File: config.mk
export PLATFORM = sky130hd
export DESIGN_NAME = string_to_unsigned_parser_core
export DESIGN_NICKNAME = d
export VERILOG_FILES = /design/src/rtl/stup_pkg.sv /design/src/rtl/stup_step.sv /design/src/rtl/string_to_unsigned_parser_core.sv
export SDC_FILE = /design/constraint.sdc
export NUM_CORES = 2
export LEC_CHECK = 0
export BUFFER_PORTS_ARGS = -buffer_cell sky130_fd_sc_hd__buf_4
export CORE_MARGIN = 2
export CORE_UTILIZATION = 50
export DETAILED_ROUTE_END_ITERATION = 8
export PLACE_DENSITY = 0.67
export SETUP_SLACK_MARGIN = 0.1
export SYNTH_ARGS = -nofsm -noshare
export SYNTH_HDL_FRONTEND = slang
export SYNTH_SLANG_ARGS = --single-unit
File: constraint.sdc
create_clock -name clk -period 23.7 [get_ports clk]
set_input_delay 4.74 -clock clk [delete_from_list [all_inputs] [get_ports clk]]
set_output_delay 4.74 -clock clk [all_outputs]
set_load 0.005 [all_outputs]
File: src/rtl/stup_pkg.sv
package stup_pkg;

  // text offset saturation point
  localparam int unsigned OffsetLimit = 4095;
  localparam int unsigned OffW = 12;
  localparam logic [OffW-1:0] OFF_CAP =
    (OffsetLimit < 4095) ? OffW'(OffsetLimit) : 12'd4095;

  localparam logic [1:0] PROG_NONE   = 2'd0;
  localparam logic [1:0] PROG_DIGITS = 2'd1;
  localparam logic [1:0] PROG_OVF    = 2'd2;

  localparam logic [7:0] CH_TAB   = 8'h09;
  localparam logic [7:0] CH_CR    = 8'h0D;
  localparam logic [7:0] CH_SPACE = 8'h20;
  localparam logic [7:0] CH_PLUS  = 8'h2B;
  localparam logic [7:0] CH_MINUS = 8'h2D;
  localparam logic [7:0] CH_ZERO  = 8'h30;
  localparam logic [7:0] CH_NINE  = 8'h39;
  localparam logic [7:0] CH_UA    = 8'h41;
  localparam logic [7:0] CH_UX    = 8'h58;
  localparam logic [7:0] CH_UZ    = 8'h5A;
  localparam logic [7:0] CH_LA    = 8'h61;
  localparam logic [7:0] CH_LX    = 8'h78;
  localparam logic [7:0] CH_LZ    = 8'h7A;

  localparam logic [5:0] BASE_AUTO = 6'd0;
  localparam logic [5:0] BASE_MIN  = 6'd2;
  localparam logic [5:0] BASE_OCT  = 6'd8;
  localparam logic [5:0] BASE_DEC  = 6'd10;
  localparam logic [5:0] BASE_HEX  = 6'd16;
  localparam logic [5:0] BASE_MAX  = 6'd36;

  typedef enum logic [2:0] {
    PH_SPACE,
    PH_SIGNED,
    PH_ZERO,
    PH_PREFIX,
    PH_DIGITS,
    PH_DONE
  } phase_t;

  typedef struct packed {
    logic       start_req;
    logic [7:0] char_code;
  } in_item_t;

  typedef struct packed {
    logic [63:0]     value;
    logic            overflowed;
    logic            any_digits;
    logic [OffW-1:0] end_offset;
  } out_item_t;

  typedef struct packed {
    phase_t          phase;
    logic            negative;
    logic [1:0]      progress;
    logic [63:0]     acc;
    logic [5:0]      active_base;
    logic [OffW-1:0] byte_count;
  } parse_state_t;

  localparam parse_state_t STATE_INIT = '{
    phase: PH_SPACE, negative: 1'b0, progress: PROG_NONE,
    acc: 64'd0, active_base: 6'd0, byte_count: '0
  };

  typedef struct packed {
    logic       ok;
    logic [5:0] val;
  } digit_t;

  function automatic logic [OffW-1:0] sat_next(input logic [OffW-1:0] idx);
    sat_next = (idx >= OFF_CAP) ? OFF_CAP : idx + OffW'(1);
  endfunction

  function automatic digit_t digit_of(input logic [7:0] c);
    digit_t     d;
    logic [7:0] t;
    d = '{ok: 1'b0, val: 6'd0};
    t = 8'd0;
    if (c >= CH_ZERO && c <= CH_NINE) begin
      t = c - CH_ZERO;
      d = '{ok: 1'b1, val: t[5:0]};
    end else if (c >= CH_UA && c <= CH_UZ) begin
      t = c - CH_UA + 8'd10;
      d = '{ok: 1'b1, val: t[5:0]};
    end else if (c >= CH_LA && c <= CH_LZ) begin
      t = c - CH_LA + 8'd10;
      d = '{ok: 1'b1, val: t[5:0]};
    end
    digit_of = d;
  endfunction

endpackage

File: src/rtl/stup_step.sv
module stup_step (
  input  stup_pkg::parse_state_t cur_state,
  input  stup_pkg::in_item_t     item,
  input  logic [5:0]             number_base,
  output stup_pkg::parse_state_t state_nxt,
  output logic                   res_valid,
  output stup_pkg::out_item_t    res
);

  stup_pkg::parse_state_t s;
  logic [7:0]             c;
  logic [stup_pkg::OffW-1:0] idx;
  logic                   is_ws;
  logic                   is_sign;
  logic                   is_x;
  logic                   auto_or_hex;
  stup_pkg::digit_t       dg;
  logic                   use_td;
  logic [63:0]            td_acc;
  logic [1:0]             td_prog;
  logic [5:0]             td_base;
  logic                   td_bad;
  logic [69:0]            prod;
  logic                   fin;
  logic [63:0]            fin_acc;
  logic [1:0]             fin_prog;
  logic [stup_pkg::OffW-1:0] fin_off;

  always_comb begin
    s = item.start_req ? stup_pkg::STATE_INIT : cur_state;
    c = item.char_code;
    dg = stup_pkg::digit_of(c);
    idx = (s.phase == stup_pkg::PH_PREFIX) ? stup_pkg::sat_next(s.byte_count)
                                           : s.byte_count;
    is_ws = (c == stup_pkg::CH_SPACE) || (c >= stup_pkg::CH_TAB && c <= stup_pkg::CH_CR);
    is_sign = (c == stup_pkg::CH_PLUS) || (c == stup_pkg::CH_MINUS);
    is_x = (c == stup_pkg::CH_LX) || (c == stup_pkg::CH_UX);
    auto_or_hex = (number_base == stup_pkg::BASE_AUTO) ||
                  (number_base == stup_pkg::BASE_HEX);

    state_nxt = s;
    use_td = 1'b0;
    td_acc = s.acc;
    td_prog = s.progress;
    td_base = s.active_base;
    fin = 1'b0;
    fin_acc = s.acc;
    fin_prog = s.progress;
    fin_off = idx;

    unique case (s.phase)
      stup_pkg::PH_SPACE, stup_pkg::PH_SIGNED: begin
        if (s.phase == stup_pkg::PH_SPACE && is_ws) begin
          state_nxt.byte_count = stup_pkg::sat_next(idx);
        end else if (s.phase == stup_pkg::PH_SPACE && is_sign) begin
          state_nxt.negative = (c == stup_pkg::CH_MINUS);
          state_nxt.phase = stup_pkg::PH_SIGNED;
          state_nxt.byte_count = stup_pkg::sat_next(idx);
        end else if (auto_or_hex && c == stup_pkg::CH_ZERO) begin
          state_nxt.progress = stup_pkg::PROG_DIGITS;
          state_nxt.acc = 64'd0;
          state_nxt.phase = stup_pkg::PH_ZERO;
          state_nxt.byte_count = stup_pkg::sat_next(idx);
        end else begin
          td_base = (number_base == stup_pkg::BASE_AUTO) ? stup_pkg::BASE_DEC
                                                         : number_base;
          state_nxt.active_base = td_base;
          state_nxt.phase = stup_pkg::PH_DIGITS;
          use_td = 1'b1;
        end
      end
      stup_pkg::PH_ZERO: begin
        if (is_x) begin
          state_nxt.phase = stup_pkg::PH_PREFIX;
          state_nxt.byte_count = idx;
        end else begin
          td_base = (number_base == stup_pkg::BASE_AUTO) ? stup_pkg::BASE_OCT
                                                         : stup_pkg::BASE_HEX;
          state_nxt.active_base = td_base;
          state_nxt.phase = stup_pkg::PH_DIGITS;
          use_td = 1'b1;
        end
      end
      stup_pkg::PH_PREFIX: begin
        state_nxt.active_base = stup_pkg::BASE_HEX;
        state_nxt.acc = 64'd0;
        state_nxt.progress = stup_pkg::PROG_DIGITS;
        td_acc = 64'd0;
        td_prog = stup_pkg::PROG_DIGITS;
        td_base = stup_pkg::BASE_HEX;
        if (dg.ok && dg.val < stup_pkg::BASE_HEX) begin
          state_nxt.phase = stup_pkg::PH_DIGITS;
          use_td = 1'b1;
        end else begin
          // "0x" with no hex digit after it: only the zero counts
          fin = 1'b1;
          fin_acc = 64'd0;
          fin_prog = stup_pkg::PROG_DIGITS;
          fin_off = s.byte_count;
        end
      end
      stup_pkg::PH_DIGITS: begin
        use_td = 1'b1;
      end
      default: begin
      end
    endcase

    // one digit step: acc * base + digit, saturate on carry out of 64 bits
    td_bad = (td_base < stup_pkg::BASE_MIN) || (td_base > stup_pkg::BASE_MAX) ||
             !dg.ok || (dg.val >= td_base);
    prod = 70'(td_acc) * 70'(td_base) + 70'(dg.val);

    if (use_td) begin
      if (td_bad) begin
        fin = 1'b1;
        fin_acc = td_acc;
        fin_prog = td_prog;
        fin_off = idx;
      end else begin
        if (td_prog != stup_pkg::PROG_OVF) begin
          if (|prod[69:64]) begin
            state_nxt.progress = stup_pkg::PROG_OVF;
            state_nxt.acc = '1;
          end else begin
            state_nxt.progress = stup_pkg::PROG_DIGITS;
            state_nxt.acc = prod[63:0];
          end
        end
        state_nxt.byte_count = stup_pkg::sat_next(idx);
      end
    end

    if (fin) begin
      state_nxt.phase = stup_pkg::PH_DONE;
    end
    res_valid = fin;

    if (fin_prog == stup_pkg::PROG_OVF) begin
      res.value = '1;
    end else if (s.negative && fin_prog == stup_pkg::PROG_DIGITS) begin
      res.value = 64'd0 - fin_acc;
    end else begin
      res.value = fin_acc;
    end
    res.overflowed = (fin_prog == stup_pkg::PROG_OVF);
    res.any_digits = (fin_prog != stup_pkg::PROG_NONE);
    res.end_offset = (fin_prog != stup_pkg::PROG_NONE) ? fin_off : '0;
  end

endmodule

File: src/rtl/string_to_unsigned_parser_core.sv
// channel | direction | handshake             | payload
// in_     | input     | in_valid / in_stall   | stup_pkg::in_item_t (start_req, char_code)
// out_    | output    | out_valid / out_stall | stup_pkg::out_item_t (value, flags, offset)
// cfg_    | input     | cfg_valid / cfg_ready | cfg_data, 6-bit number_base
//
// one item per cycle while in_stall is low; an item is registered on acceptance, parsed
// in the next cycle by one 64x6 multiply-add and compare, and its result lands in the
// output register, whose valid flag drives out_valid
// rst_n is synchronous, active low; it clears the parse state, base and both valids
// out_stall holds the result register; the input register still drains items that
// give no result, and in_stall rises only when a finishing item finds the result full
module string_to_unsigned_parser_core (
  input  logic                clk,
  input  logic                rst_n,
  input  logic                in_valid,
  output logic                in_stall,
  input  stup_pkg::in_item_t  in_data,
  output logic                out_valid,
  input  logic                out_stall,
  output stup_pkg::out_item_t out_data,
  input  logic                cfg_valid,
  output logic                cfg_ready,
  input  logic [5:0]          cfg_data
);

  // input register
  logic                   in_v_r;
  stup_pkg::in_item_t     in_r;

  // parse state and configured radix
  stup_pkg::parse_state_t state_r;
  stup_pkg::parse_state_t state_nxt;
  logic [5:0]             base_r;

  // result register
  logic                   out_v_r;
  stup_pkg::out_item_t    out_r;

  logic                   res_valid;
  stup_pkg::out_item_t    res;
  logic                   out_free;
  logic                   fire;

  stup_step u_step (
    .cur_state   (state_r),
    .item        (in_r),
    .number_base (base_r),
    .state_nxt   (state_nxt),
    .res_valid   (res_valid),
    .res         (res)
  );

  // an item without a result never waits on the output side
  assign out_free  = !out_v_r || !out_stall;
  assign fire      = in_v_r && (!res_valid || out_free);
  assign in_stall  = in_v_r && !fire;
  assign out_valid = out_v_r;
  assign out_data  = out_r;
  assign cfg_ready = 1'b1;

  always_ff @(posedge clk) begin
    if (!rst_n) begin
      in_v_r <= 1'b0;
    end else if (!in_stall) begin
      in_v_r <= in_valid;
    end
  end

  always_ff @(posedge clk) begin
    if (!in_stall && in_valid) begin
      in_r <= in_data;
    end
  end

  always_ff @(posedge clk) begin
    if (!rst_n) begin
      state_r <= stup_pkg::STATE_INIT;
    end else if (fire) begin
      state_r <= state_nxt;
    end
  end

  always_ff @(posedge clk) begin
    if (!rst_n) begin
      base_r <= stup_pkg::BASE_AUTO;
    end else if (cfg_valid && cfg_ready) begin
      base_r <= cfg_data;
    end
  end

  always_ff @(posedge clk) begin
    if (!rst_n) begin
      out_v_r <= 1'b0;
    end else if (fire && res_valid) begin
      out_v_r <= 1'b1;
    end else if (!out_stall) begin
      out_v_r <= 1'b0;
    end
  end

  always_ff @(posedge clk) begin
    if (fire && res_valid) begin
      out_r <= res;
    end
  end

`ifndef NO_ASSERTIONS
  // a finishing item parks the parser until the next start
  a_done_after_result: assert property (@(posedge clk) disable iff (!rst_n)
    fire && res_valid |=> state_r.phase == stup_pkg::PH_DONE)
    else $error("parser not parked after result");

  // saturation always shows as all ones
  a_ovf_all_ones: assert property (@(posedge clk) disable iff (!rst_n)
    out_v_r && out_r.overflowed |-> (&out_r.value) && out_r.any_digits)
    else $error("overflow without saturated value");

  // no digits means a clean zero result
  a_no_digit_zero: assert property (@(posedge clk) disable iff (!rst_n)
    out_v_r && !out_r.any_digits |-> out_r.value == 64'd0 && out_r.end_offset == '0)
    else $error("empty parse with nonzero fields");

  // backpressure only comes from a finishing item meeting a full, stalled result register
  a_stall_cause: assert property (@(posedge clk) disable iff (!rst_n)
    in_stall |-> in_v_r && res_valid && out_v_r && out_stall)
    else $error("input stalled without output backpressure");
`endif

endmodule
After elaboration in Yosys (flattened, before gate mapping)
Cells that the tools add are included.
Widths: inputs -> output; s select.
- flip-flop bits (word level): 183
- bits in latches: 0
- bits in writable memories: 0
- bits in read-only memories: 0
- input bits: 20
- output and inout bits: 81
- logic and storage cells: 152
- memories kept: 0
- add/subtract/negate cells: 9
- multiply operators: 1
- div/mod/pow operators: 0
- magnitude comparators: 14
- equal/unequal tests: 15
- shift-type cells: 0
- mux-type cells: 65
- bitwise gates (word level): 0
- reduce and logical (&&, ||, !) cells: 33
- operators with widths (cell ; count):
    $mux 64 ; 6
    $mux 66 ; 5
    $mux 12 ; 13
    $pmux 66 s2 ; 1
    $mux 88 ; 1
    $mux 76 ; 1
    $mux 72 ; 1
    $add 70x6->70 ; 1
    $mul 64x6->70 ; 1
    $sub 1x64->64 const A ; 1
    $pmux 6 s3 ; 2
    $eq 8x6->1 const B ; 4
    $mux 6 ; 5
    $add 12x1->12 const B ; 2
    $ge 12x12->1 const B ; 2
    $pmux 12 s2 ; 1
    $mux 7 ; 3
    $eq 8x7->1 const B ; 2
    $ge 8x7->1 const B ; 2
    $le 8x7->1 const B ; 2
    $mux 3 ; 5
    $logic_and 1x1->1 ; 13
    $mux 1 ; 13
    $add 6x4->6 const B ; 2
    29 further kinds ; 48

Depth between registers and ports, before layout
- depth in word-level cells: 20
- depth in mapped cells: 34

Modules after synthesis
From an unflattened synthesis, not the netlist that was laid out.
- cells, all modules: 3040
- area, all modules: 24820.1 um2
- modules (own cells, without submodules) (module ; times used ; cells an instance ; area each (um2)):
    stup_step ; 1 ; 2539 ; 18397.6
    string_to_unsigned_parser_core ; 1 ; 501 ; 6422.4

Least setup slack after synthesis
Ideal clock, no wire load.
- kind: in2out
- from: input port out_stall
- to: output port in_stall
- data arrival time: 4994 ps
- data required time: 18960 ps
- setup slack: 13966 ps
- cell stages on the path: 2
- path buffers: 0
- cells stage by stage: nand2_1 nor2_1
- cells in the longest elaborated chain, start to end: 6
- ends and longest elaborated chain (item ; RTL line ; source):
    start: declaration ; string_to_unsigned_parser_core.sv:19 ; input logic out_stall,
    $logic_not 1->1 ; -- ;
    $logic_or 1x1->1 ; string_to_unsigned_parser_core.sv:54 ; assign out_free = !out_v_r || !out_stall;
    $logic_or 1x1->1 ; string_to_unsigned_parser_core.sv:55 ; assign fire = in_v_r && (!res_valid || out_free);
    $logic_and 1x1->1 ; string_to_unsigned_parser_core.sv:55 ;
    $logic_not 1->1 ; string_to_unsigned_parser_core.sv:56 ; assign in_stall = in_v_r && !fire;
    $logic_and 1x1->1 ; string_to_unsigned_parser_core.sv:56 ;
    end: declaration ; string_to_unsigned_parser_core.sv:16 ; output logic in_stall,
Every way passes these cells.

Final worst setup path
- from: register in_r[4] (netlist bit)
- to: output port in_stall
- cells in the longest elaborated chain, start to end: 17
- elaborated cells between the ends (all ways): 61
- classes of those cells: add/sub: 5; order compare: 12; eq/ne: 6; mux: 18; reduce/logical: 20
- ends and longest elaborated chain (item ; RTL line ; source):
    start: declaration ; string_to_unsigned_parser_core.sv:28 ; stup_pkg::in_item_t in_r;
    start signal: assignment ; string_to_unsigned_parser_core.sv:71 ; in_r <= in_data;
    parallel branches: the longest is 11 deep, another holds $sub 6x6->6 ; -- ;
    $mux 1 * ; stup_step.sv:114 ; if (use_td) begin
    $logic_not 1->1 * ; string_to_unsigned_parser_core.sv:55 ;
    $logic_or 1x1->1 * ; string_to_unsigned_parser_core.sv:55 ;
    $logic_and 1x1->1 * ; string_to_unsigned_parser_core.sv:55 ;
    $logic_not 1->1 * ; string_to_unsigned_parser_core.sv:56 ;
    $logic_and 1x1->1 * ; string_to_unsigned_parser_core.sv:56 ;
Mark *: on every way between the ends.

==> results.toml <==
[sta]
slew_violations = 0
tightest_slew_ns = 1.26
max_freq_mhz = 85.5
period_minus_slack_ns = 11.69
final.setup.worst_slack_ns = 12.01
fin_worst_skew_ns = 0.0217
hold_viol_final = 0
finalCritPeriodShare_pct = 49.3
setup_violations = 0
relSlewSlack_pct = 15.1
rsz0062_at_grt = "false"
finalSetupTns_ns = 0

[detailed_routing]
wl_met3_mm = 7.01
drt_iter0_drc = 2582
via_count = 22700
wl_per_cell_um = 22.2
drc = 0
firstDrtPassIters = 6
ant_nets = 0
dr.max_layer_used = "met4"
route.layer.met1.wl_mm = 33.0
drt_wl_total_mm = 77.8
wl_met2_mm = 35.1
avgViaCountPerCell = 6.48

[clock_network]
root_buffer = "clkbuf_16"
cts_tree = "done"
cts_max_level = 4
post_cts_buffers = 0
cts_hold_buf = 0
cts.repair.resized = 0
clockBufferDepth = 2
cts_buffers = 17
clk_pin_slew_ns = 0.07
cts_sinks = 183
clk_latency_ns = 0.48

[global_routing]
grt_usage_pct = 31.4
antenna_found_initial = 0
overflow = 0
grt_start_max_net_pins = 92
grt_pass1_wl_mm = 123
grt_pass1_vias = 22200

[layout]
fin_cells = 3505
fin_util_pct = 53.7
drive_above_1_share_pct = 8.10
antenna_cells = 0
area_delta_synth_final_pct = 6.20
nNetsFinal = 3313

[logic_synthesis]
ys_types = 94
synth_seq_area_share_pct = 18.8
netlist_area_mm2 = 0.0241
synth_cells = 2933
synth_top_cell_by_area = "fa_1"
ys_ff_latch = 183
netlist.area_leader.share_pct = 20.9
syn_avg_cell_area_um2 = 8.22
ys.flop_type = "dfxtp_1"
synth_nets = 3369
ys_warn_count = 0
synth_edf_count = 87
synthTopCellsByArea = "fa_1 21%, edfxtp_1 11%, ha_1 8.5%"
synthArstFlopShare_pct = 0

[worst_setup_path]
worst_ep_required_time_ns = 18.96
critPathMaxFanout = 62
worstPathArrival_ns = 6.95
criticalPathCategory = "flop to primary output"
cp-start-kind = "flop"
rrSetupSlack_ns = 13.32
endpoint_kind = "primary output"

[placed_design]
io_buffer_count = 99
gp_congestion = 0.956
dp_slack_ns = 12.49
dpl.hpwl_mm = 59.2
placed_cells = 3473

[floorplanning]
start_util_pct = 50.6
die_y_um = 224
die-width_um = 224
ios = 101
row_count = 80
core_area_mm2 = 0.0476
die-area_mm2 = 0.0500

[worst_hold_path]
min_path_type = "flop to flop"

[pwr]
irDropWorstVdd_mv = 0.0447
leakagePower_nw = 11.5
powerDensity_mw_per_mm2 = 35.0

[run_status]
outcome = "completed"

[flow_run]
max_cap_viol_count = 0
per-stage QoR:
step           hold slack (ns)  power, mW  area (um^2)
2_1_floorplan            0.458      0.539        24100
3_5_place_dp             0.501      0.620        25100
4_1_cts                  0.511      0.895        25600
3_3_place_gp             0.496      0.616        25100
6_report                 0.517      0.895        25600
5_1_grt                  0.524      0.933        25600
critical path: stages (launching register included):
cell and delay [ns]:
edfxtp_1 0.47, ha_1 0.32, or3b_1 0.44, or4_1 0.75
nand2_4 0.14, a21oi_2 0.08, a22oi_2 0.20, buf_4 0.60
inv_1 0.25, ha_1 0.35, nand2b_1 0.14, a21o_1 0.17
a21o_1 0.17, a211o_1 0.29, a311oi_1 0.41, o41ai_4 0.20
or2_1 0.40, a21boi_0 0.64, nand2b_1 0.21, nor2_1 0.08
buf_4 0.15
per-layer routing:
metal / GRT usage, % / vias up
li1: - / 10300
met1: 44.0 / 11200
met2: 49.3 / 1141
met3: 4.41 / 149
met4: 12.1 / 0
met5: 0 / -
area by class of cell:
type                    count  area (um^2)
fillers                  4497        22000
multi-input cells        2451        18500
flip-flops and latches    183         4530
repair buffers            124          931
well taps                 615          769
clock buffers              20          438
inverters                 100          375
clock inverters            12         91.3
flip-flops by register name, summed over array words and instances (netlist names):
register / cells
out_valid: 1
out_data: 78
state_r: 88
base_r: 6
in_v_r: 1
in_r: 9
synthesized netlist by cell type, drive strengths merged, types with 62 or more instances:
master and count:
nor2 517, nand2 269, fa 252, o21ai 212, a21oi 196, ha 164
clkbuf 163, inv 100, dfxtp 96, edfxtp 87, nor3 80, nand3 62
xnor2 62
placed cells by master (no fill, tap or decap), types with 9 or more instances in the layout:
cell type  netlist  layout
nor3_1          78      78
o21bai_1        28      28
a31oi_1         42      42
o22ai_1         13      13
a211oi_1        15      15
nand3_1         62      62
nor2b_1         18      18
nor4_1          29      28
a21oi_1        192     189
nor3b_1         11      11
xor2_1          43      43
ha_1           164     164
buf_4            6     124
or2_2           16      16
dfxtp_1         96      96
a21o_1          46      46
or3_1           24      24
o21a_1          14      14
a311oi_1        10      10
inv_1           99      98
a32oi_1         39      39
o211ai_1        13      13
mux2i_1         23      23
and3_1          16      16
nand2b_1        22      22
clkbuf_16        0      17
nand4_1         30      30
fa_1           252     252
or4_1           15      15
nand2_1        267     267
nor2_1         516     513
xnor2_1         62      62
a22oi_1         11       9
o31ai_1         10      10
and2_1          12      11
o21ai_0        203     203
edfxtp_1        87      87
cells by family (layout without fill, tap and decap cells):
kind of cell	count (synthesis)	after routing	share of synthesized area [%]
adder cells (fa/ha/maj)	416	416	29.4
AO/OA/AOI/OAI	748	748	20.1
other	1	1	0.0156
multiplexers	28	28	1.19
flip-flops	183	183	18.8
XOR/XNOR	105	105	3.82
AND/OR/NAND/NOR	1153	1153	21.6
buffers and inverters	299	256	4.98
power breakdown:
group / internal (mW) / switching [mW] / total, mW
Clock: 0.137 / 0.138 / 0.275
Combinational: 0.0769 / 0.176 / 0.253
Sequential: 0.347 / 0.0199 / 0.367
Total: 0.561 / 0.334 / 0.895
path summary, 6_finish.rpt:
path | endpoint | cells after the start | startpoint
hold / removal | state_r[83]$_SDFFE_PN0P_ | 2 | state_r[83]$_SDFFE_PN0P_
setup / recovery | in_stall | 20 | in_r[4]$_DFFE_PP_
hold reg to reg | state_r[83]$_SDFFE_PN0P_ | 2 | state_r[83]$_SDFFE_PN0P_
setup reg to reg | state_r[34]$_SDFFE_PN0P_ | 28 | in_r[4]$_DFFE_PP_
Power figures use the tool's default switching activity.
